[config.mk]
export PLATFORM = sky130hd
export DESIGN_NAME = ordered_varint_encoder
export DESIGN_NICKNAME = d
export VERILOG_FILES = /design/src/ove_pkg.sv /design/src/ordered_varint_encoder.sv /design/src/ove_front.sv /design/src/ove_queue.sv /design/src/ove_back.sv
export SDC_FILE = /design/constraint.sdc
export NUM_CORES = 1
export LEC_CHECK = 0
export ABC_AREA = 1
export BUFFER_PORTS_ARGS = -buffer_cell sky130_fd_sc_hd__buf_2
export CAP_MARGIN = 30
export CORE_ASPECT_RATIO = 0.9
export CORE_MARGIN = 2
export CORE_UTILIZATION = 35
export DETAILED_ROUTE_END_ITERATION = 16
export PLACE_DENSITY = 0.49
export SKIP_CTS_REPAIR_TIMING = 1
export SYNTH_ARGS = -nofsm -noshare
export SYNTH_HDL_FRONTEND = slang
export SYNTH_SLANG_ARGS = --single-unit
export TNS_END_PERCENT = 30
[constraint.sdc]
create_clock -name clk -period 5.5 [get_ports clk]
set_input_delay 0.825 -clock clk [delete_from_list [all_inputs] [get_ports clk]]
set_output_delay 0.825 -clock clk [all_outputs]
set_load 0.05 [all_outputs]
[src/ove_pkg.sv]
// shared types and constants for the ordered varint encoder
package ove_pkg;

  localparam int unsigned STREAM_W = 80;

  localparam logic [63:0] ONE_BYTE_MAX   = 64'd240;
  localparam logic [63:0] TWO_BYTE_MAX   = 64'd2287;
  localparam logic [63:0] THREE_BYTE_MAX = 64'd67823;
  localparam logic [11:0] TWO_BYTE_BIAS  = 12'd240;
  localparam logic [16:0] THREE_BYTE_BIAS = 17'd2288;
  localparam logic [7:0]  HDR_TWO_BASE   = 8'd241;
  localparam logic [7:0]  HDR_THREE      = 8'hF9;
  localparam logic [7:0]  HDR_LONG_BASE  = 8'hFA;

  typedef struct packed {
    logic [63:0] value;
    logic [7:0]  kind_byte;
    logic        invert;
  } in_item_t;

  typedef struct packed {
    logic [7:0] out_byte;
    logic       last;
  } out_item_t;

  // byte stream of one item, first byte in the top bits, plus its byte count
  typedef struct packed {
    logic [STREAM_W-1:0] stream;
    logic [3:0]          count;
  } desc_t;

endpackage

[src/ordered_varint_encoder.sv]
// top level of the order-preserving varint encoder
//
//   channel | handshake         | payload
//   --------+-------------------+---------------------------------------
//   item    | push / full       | value, kind_byte, invert
//   result  | empty / pop       | out_byte, last (one byte per result)
//
// an item gives one to ten bytes and the back end sends one byte a cycle,
// while the result register is free or being popped, one result per byte
// the first byte passes the queue, shift and result registers to result
// the descriptor queue lets new items in while earlier bytes still wait
// reset is synchronous and clears the queue and the byte sequencer
module ordered_varint_encoder #(
  parameter int unsigned QUEUE_DEPTH = 2
) (
  input  logic               clk,
  input  logic               rst,
  input  logic               push,
  output logic               full,
  input  ove_pkg::in_item_t  item,
  output logic               empty,
  input  logic               pop,
  output ove_pkg::out_item_t result
);

  ove_pkg::desc_t front_desc;
  ove_pkg::desc_t head_desc;
  logic           q_write;
  logic           q_take;
  logic           q_nonempty;

  assign q_write = push && !full;

  ove_front u_front (
    .item (item),
    .desc (front_desc)
  );

  ove_queue #(
    .DEPTH (QUEUE_DEPTH)
  ) u_queue (
    .clk      (clk),
    .rst      (rst),
    .wr_en    (q_write),
    .wr_data  (front_desc),
    .rd_en    (q_take),
    .rd_data  (head_desc),
    .full     (full),
    .nonempty (q_nonempty)
  );

  ove_back u_back (
    .clk        (clk),
    .rst        (rst),
    .desc_avail (q_nonempty),
    .desc       (head_desc),
    .desc_take  (q_take),
    .result     (result),
    .empty      (empty),
    .pop        (pop)
  );

endmodule

[src/ove_front.sv]
// front end: classifies an item and builds its byte stream
module ove_front (
  input  ove_pkg::in_item_t item,
  output ove_pkg::desc_t    desc
);

  logic [63:0] v;
  logic [7:0]  mask;
  logic [11:0] diff2;
  logic [16:0] diff3;
  logic [2:0]  len_extra;
  logic [7:0]  header;
  logic [63:0] payload;
  logic [3:0]  n_data;
  logic [71:0] enc;
  logic        has_tag;

  assign v       = item.value;
  assign mask    = {8{item.invert}};
  assign diff2   = v[11:0] - ove_pkg::TWO_BYTE_BIAS;
  assign diff3   = v[16:0] - ove_pkg::THREE_BYTE_BIAS;
  assign has_tag = (item.kind_byte != 8'd0);

  // extra length beyond three bytes for the long form
  always_comb begin
    if (v[63:56] != 8'd0) begin
      len_extra = 3'd5;
    end else if (v[55:48] != 8'd0) begin
      len_extra = 3'd4;
    end else if (v[47:40] != 8'd0) begin
      len_extra = 3'd3;
    end else if (v[39:32] != 8'd0) begin
      len_extra = 3'd2;
    end else if (v[31:24] != 8'd0) begin
      len_extra = 3'd1;
    end else begin
      len_extra = 3'd0;
    end
  end

  always_comb begin
    if (v <= ove_pkg::ONE_BYTE_MAX) begin
      header  = v[7:0];
      payload = 64'd0;
      n_data  = 4'd0;
    end else if (v <= ove_pkg::TWO_BYTE_MAX) begin
      header  = ove_pkg::HDR_TWO_BASE + {4'd0, diff2[11:8]};
      payload = {diff2[7:0], 56'd0};
      n_data  = 4'd1;
    end else if (v <= ove_pkg::THREE_BYTE_MAX) begin
      header  = ove_pkg::HDR_THREE;
      payload = {diff3[15:0], 48'd0};
      n_data  = 4'd2;
    end else begin
      header = ove_pkg::HDR_LONG_BASE + {5'd0, len_extra};
      n_data = 4'd3 + {1'b0, len_extra};
      case (len_extra)
        3'd0:    payload = {v[23:0], 40'd0};
        3'd1:    payload = {v[31:0], 32'd0};
        3'd2:    payload = {v[39:0], 24'd0};
        3'd3:    payload = {v[47:0], 16'd0};
        3'd4:    payload = {v[55:0], 8'd0};
        default: payload = v;
      endcase
    end
  end

  assign enc = {header, payload} ^ {9{mask}};

  always_comb begin
    if (has_tag) begin
      desc.stream = {item.kind_byte, enc};
      desc.count  = n_data + 4'd2;
    end else begin
      desc.stream = {enc, 8'd0};
      desc.count  = n_data + 4'd1;
    end
  end

endmodule

[src/ove_queue.sv]
// short register queue of byte-stream descriptors between front and back
module ove_queue #(
  parameter int unsigned DEPTH = 2
) (
  input  logic           clk,
  input  logic           rst,
  input  logic           wr_en,
  input  ove_pkg::desc_t wr_data,
  input  logic           rd_en,
  output ove_pkg::desc_t rd_data,
  output logic           full,
  output logic           nonempty
);

  localparam int unsigned PTR_W = (DEPTH > 1) ? $clog2(DEPTH) : 1;
  localparam int unsigned CNT_W = $clog2(DEPTH + 1);
  localparam logic [PTR_W-1:0] PTR_LAST = PTR_W'(DEPTH - 1);
  localparam logic [CNT_W-1:0] CNT_FULL = CNT_W'(DEPTH);

  ove_pkg::desc_t entries [DEPTH];
  logic [PTR_W-1:0] wr_ptr;
  logic [PTR_W-1:0] rd_ptr;
  logic [CNT_W-1:0] count;
  logic [PTR_W-1:0] wr_ptr_next;
  logic [PTR_W-1:0] rd_ptr_next;
  logic [CNT_W-1:0] count_next;

  assign full     = (count == CNT_FULL);
  assign nonempty = (count != '0);
  assign rd_data  = entries[rd_ptr];

  always_comb begin
    wr_ptr_next = wr_ptr;
    rd_ptr_next = rd_ptr;
    count_next  = count;
    if (wr_en) begin
      wr_ptr_next = (wr_ptr == PTR_LAST) ? '0 : wr_ptr + PTR_W'(1);
    end
    if (rd_en) begin
      rd_ptr_next = (rd_ptr == PTR_LAST) ? '0 : rd_ptr + PTR_W'(1);
    end
    if (wr_en && !rd_en) begin
      count_next = count + CNT_W'(1);
    end else if (!wr_en && rd_en) begin
      count_next = count - CNT_W'(1);
    end
  end

  always_ff @(posedge clk) begin
    if (rst) begin
      wr_ptr <= '0;
      rd_ptr <= '0;
      count  <= '0;
    end else begin
      wr_ptr <= wr_ptr_next;
      rd_ptr <= rd_ptr_next;
      count  <= count_next;
    end
  end

  always_ff @(posedge clk) begin
    if (wr_en) begin
      entries[wr_ptr] <= wr_data;
    end
  end

endmodule

[src/ove_back.sv]
// back end: shifts out one byte per cycle into the result register while it is free or popped
module ove_back (
  input  logic                clk,
  input  logic                rst,
  input  logic                desc_avail,
  input  ove_pkg::desc_t      desc,
  output logic                desc_take,
  output ove_pkg::out_item_t  result,
  output logic                empty,
  input  logic                pop
);

  logic [ove_pkg::STREAM_W-1:0] sr;
  logic [ove_pkg::STREAM_W-1:0] sr_next;
  logic [3:0]                   rem;
  logic [3:0]                   rem_next;
  logic                         out_valid;
  logic                         out_valid_next;
  ove_pkg::out_item_t           out_q;
  logic                         active;
  logic                         emit;

  assign active    = (rem != 4'd0);
  assign emit      = active && (!out_valid || pop);
  // load the next item when idle or on the cycle the current one sends its final byte
  assign desc_take = desc_avail && (!active || (emit && rem == 4'd1));

  always_comb begin
    sr_next  = sr;
    rem_next = rem;
    if (desc_take) begin
      sr_next  = desc.stream;
      rem_next = desc.count;
    end else if (emit) begin
      sr_next  = {sr[ove_pkg::STREAM_W-9:0], 8'd0};
      rem_next = rem - 4'd1;
    end
  end

  always_comb begin
    if (emit) begin
      out_valid_next = 1'b1;
    end else if (pop) begin
      out_valid_next = 1'b0;
    end else begin
      out_valid_next = out_valid;
    end
  end

  always_ff @(posedge clk) begin
    if (rst) begin
      rem       <= 4'd0;
      out_valid <= 1'b0;
    end else begin
      rem       <= rem_next;
      out_valid <= out_valid_next;
    end
  end

  always_ff @(posedge clk) begin
    sr <= sr_next;
    if (emit) begin
      out_q.out_byte <= sr[ove_pkg::STREAM_W-1 -: 8];
      out_q.last     <= (rem == 4'd1);
    end
  end

  assign result = out_q;
  assign empty  = !out_valid;

endmodule

==> results.yml <==
finish:
  design_area_um2: 16900
  fill_cells: 4324
  finalNetCount: 1965
  syn2layout_area_growth_pct: 10.9
  seqCellArea_um2: 7920
  stdcell_count: 2449
  final_core_util: 0.393
  antenna_cells: 0
  multi_input_area_um2: 6390
  drive_gt1_frac: 0.105
route:
  viasPerCell: 5.34
  firstDrtPassIters: 7
  wl_um: 50900
  dr.first_iter.drc_count: 1150
  drtAntennaViolNets: 0
  drc_errors: 0
  vias: 13100
  post_drt_wl_per_cell_um: 20.8
place:
  place_inst: 2397
  placed_cell_area_um2: 16000
  routabilityCongestion: 0.933
  portBuffers: 87
  post-place-ws_ps: 746
  place_hpwl_um: 35200
synthesis:
  synthCells: 1843
  synth_area_um2: 15200
  synth_top_area_frac: 0.507
  syn_avg_cell_area_um2: 8.26
  ys_types: 45
  yosysWarnings: 0
  async_flop_share: 0
  ys_seq_elements: 267
  synth_most_common_cell: "nand2_1"
  synth_edf_count: 257
  yosysSeqAreaShare: 0.520
  synth_largest_area_cell: "edfxtp_1"
  synth_top_cells_by_count: "685 x nand2_1, 257 x edfxtp_1, 169 x nand3_1, 140 x nor2_1, 93 x inv_1"
  netlist_top_cells_area: "edfxtp_1 51%, nand2_1 17%, nand3_1 5.6%"
  syn_nets: 1935
  synth_flop_cell: "edfxtp_1"
timing:
  setup_slack_ps: 1250
  finalHoldViolCount: 0
  period_needed_ps: 4250
  fin_skew_ps: 26.9
  max_freq_ghz: 0.235
  setup-tns-final_ps: 0
  final-max-slew-violation-count: 0
  period_share: 0.774
  setup_viol: 0
  relSlewSlack: 0.378
  tightestPinTransition_ps: 932
  rsz0062_at_grt: "false"
setup_path:
  crit_path_frequent_cell: "nand2_1"
  critPathMaxStageDelay_ps: 470
  setup.worst_path.class: "in2reg"
  cp.arrival_ps: 4540
  critPathCaptureType: "flip-flop"
  cp_max_fo: 19
  required_ps: 5790
  crit_slowest_cell: "nand2_1"
  path_cells: "buf_2, nor2_1, nand2_1, nor2_4, buf_4, nand2_8, nor2_1, inv_1, ha_1, inv_1, nor2_8, nor3_4, nand2_1, buf_4, o21ai_0, nand2_1, nand2_1, nand2_1, nand2_1, nand2_1"
  setup.worst_path.start_class: "primary input"
clock_network:
  clk_pin_slew_ps: 60
  numCtsBuffers: 29
  htreeDepth: 1
  cts_sinks: 267
  tritoncts: "done"
  cts_buffer_depth: 3
  clk_latency_ps: 560
  cts-root-buf: "clkbuf_16"
global_route:
  grt_max_degree: 70
  grt_pass1_wl_um: 77100
  grt.overflow.total: 0
  gr-usage-all-layers: 0.223
  antenna_found_initial: 0
  grt_pass1_vias: 12400
floorplanning:
  core-area_um2: 43000
  start_util: 0.354
  die_area_um2: 45200
  die_w_um: 224
  dieHeight_um: 202
  ios: 88
  rows: 72
flow_run:
  cap_violations: 0
power_and_ir_drop:
  peakVddDrop_mv: 0.236
  p_leak_nw: 7.04
  power_density_nw_per_um2: 434
worst_hold_path:
  hp-class: "reg2reg"
outcome:
  outcome: "complete, no violations"
[layout by cell type, fill, tap and decap left out, drive strengths merged, types with 2 or more instances in the layout]
cell,n
a21oi,44
clkinv,9
clkbuf,42
o211ai,7
o21ai,74
inv,108
nand2,690
nor3,15
xor2,22
edfxtp,257
nor2,150
a31oi,76
a22oi,9
nand3,171
nand3b,7
nor4,2
clkinvlp,2
buf,112
dfxtp,10
or2,11
ha,15
nand4,34
o22ai,22
[sequential cells by signal, indices dropped and copies added (netlist names), named ones only]
signal / flops
u_back.sr: 80
u_back.out_valid: 1
u_queue.rd_ptr: 1
u_queue.entries: 168
u_back.rem: 4
u_queue.count: 2
u_back.result: 9
u_queue.wr_ptr: 1
[routing by layer]
layer / global-route usage / share of wire
met2: 0.356 / 0.45
met1: 0.324 / 0.47
met5: 0 / 0
met4: 0.0690 / 0.027
met3: 0.0174 / 0.056
[final timing paths]
check	from	to	slack [ps]	cells past startpoint
max	item[70]	u_queue.entries[1][12]$_DFFE_PP_	1250	20
min reg2reg	u_back.sr[77]$_DFFE_PP_	u_back.result[6]$_DFFE_PP_	420	0
max reg2reg	u_back.rem[1]$_SDFFE_PP0P_	u_back.sr[57]$_DFFE_PP_	2620	11
min	u_back.sr[77]$_DFFE_PP_	u_back.result[6]$_DFFE_PP_	420	0
[where the power goes]
part / switching (mW) / internal [mW] / total (mW)
sequential: 0.189 / 3.13 / 3.32
combinational: 1.70 / 0.554 / 2.26
clock: 0.771 / 0.982 / 1.75
[through the flow]
stage | power (mW) | hold WS [ps]
detailed placement | 5.67 | 405
CTS | 7.44 | 420
floorplan | 4.86 | 400
global placement | 5.66 | 409
global route | 7.78 | 437
finish | 7.33 | 420
[cell families (layout without fill, tap and decap cells)]
family                     Yosys count  after routing  synth area share
AOI/OAI and AO/OA                  235            235            0.0888
xor gates and xnor gates            23             23            0.0132
adders and majority gates           15             15            0.0123
buffers and inverters              222            273            0.0610
DFF                                267            267             0.520
and+or+nand+nor                   1081           1081             0.304
[final cells by class]
class	count	share of cell area
Clock buffer	42	0.0465
Tap cell	555	0.0411
Inverter	109	0.0245
Clock inverter	10	0.00311
Timing Repair Buffer	112	0.0369
Multi-Input combinational cell	1354	0.379
Sequential cell	267	0.469
[worst max-delay path, delay by kind of cell]
| family | cells | cell delay, ps |
|---|---|---|
| AND/OR/NAND/NOR | 13 | 1990 |
| buffers and inverters | 5 | 1110 |
| adder cells (fa/ha/maj) | 1 | 350 |
| AO/OA/AOI/OAI | 1 | 230 |
(Power assumes the default switching activity.)
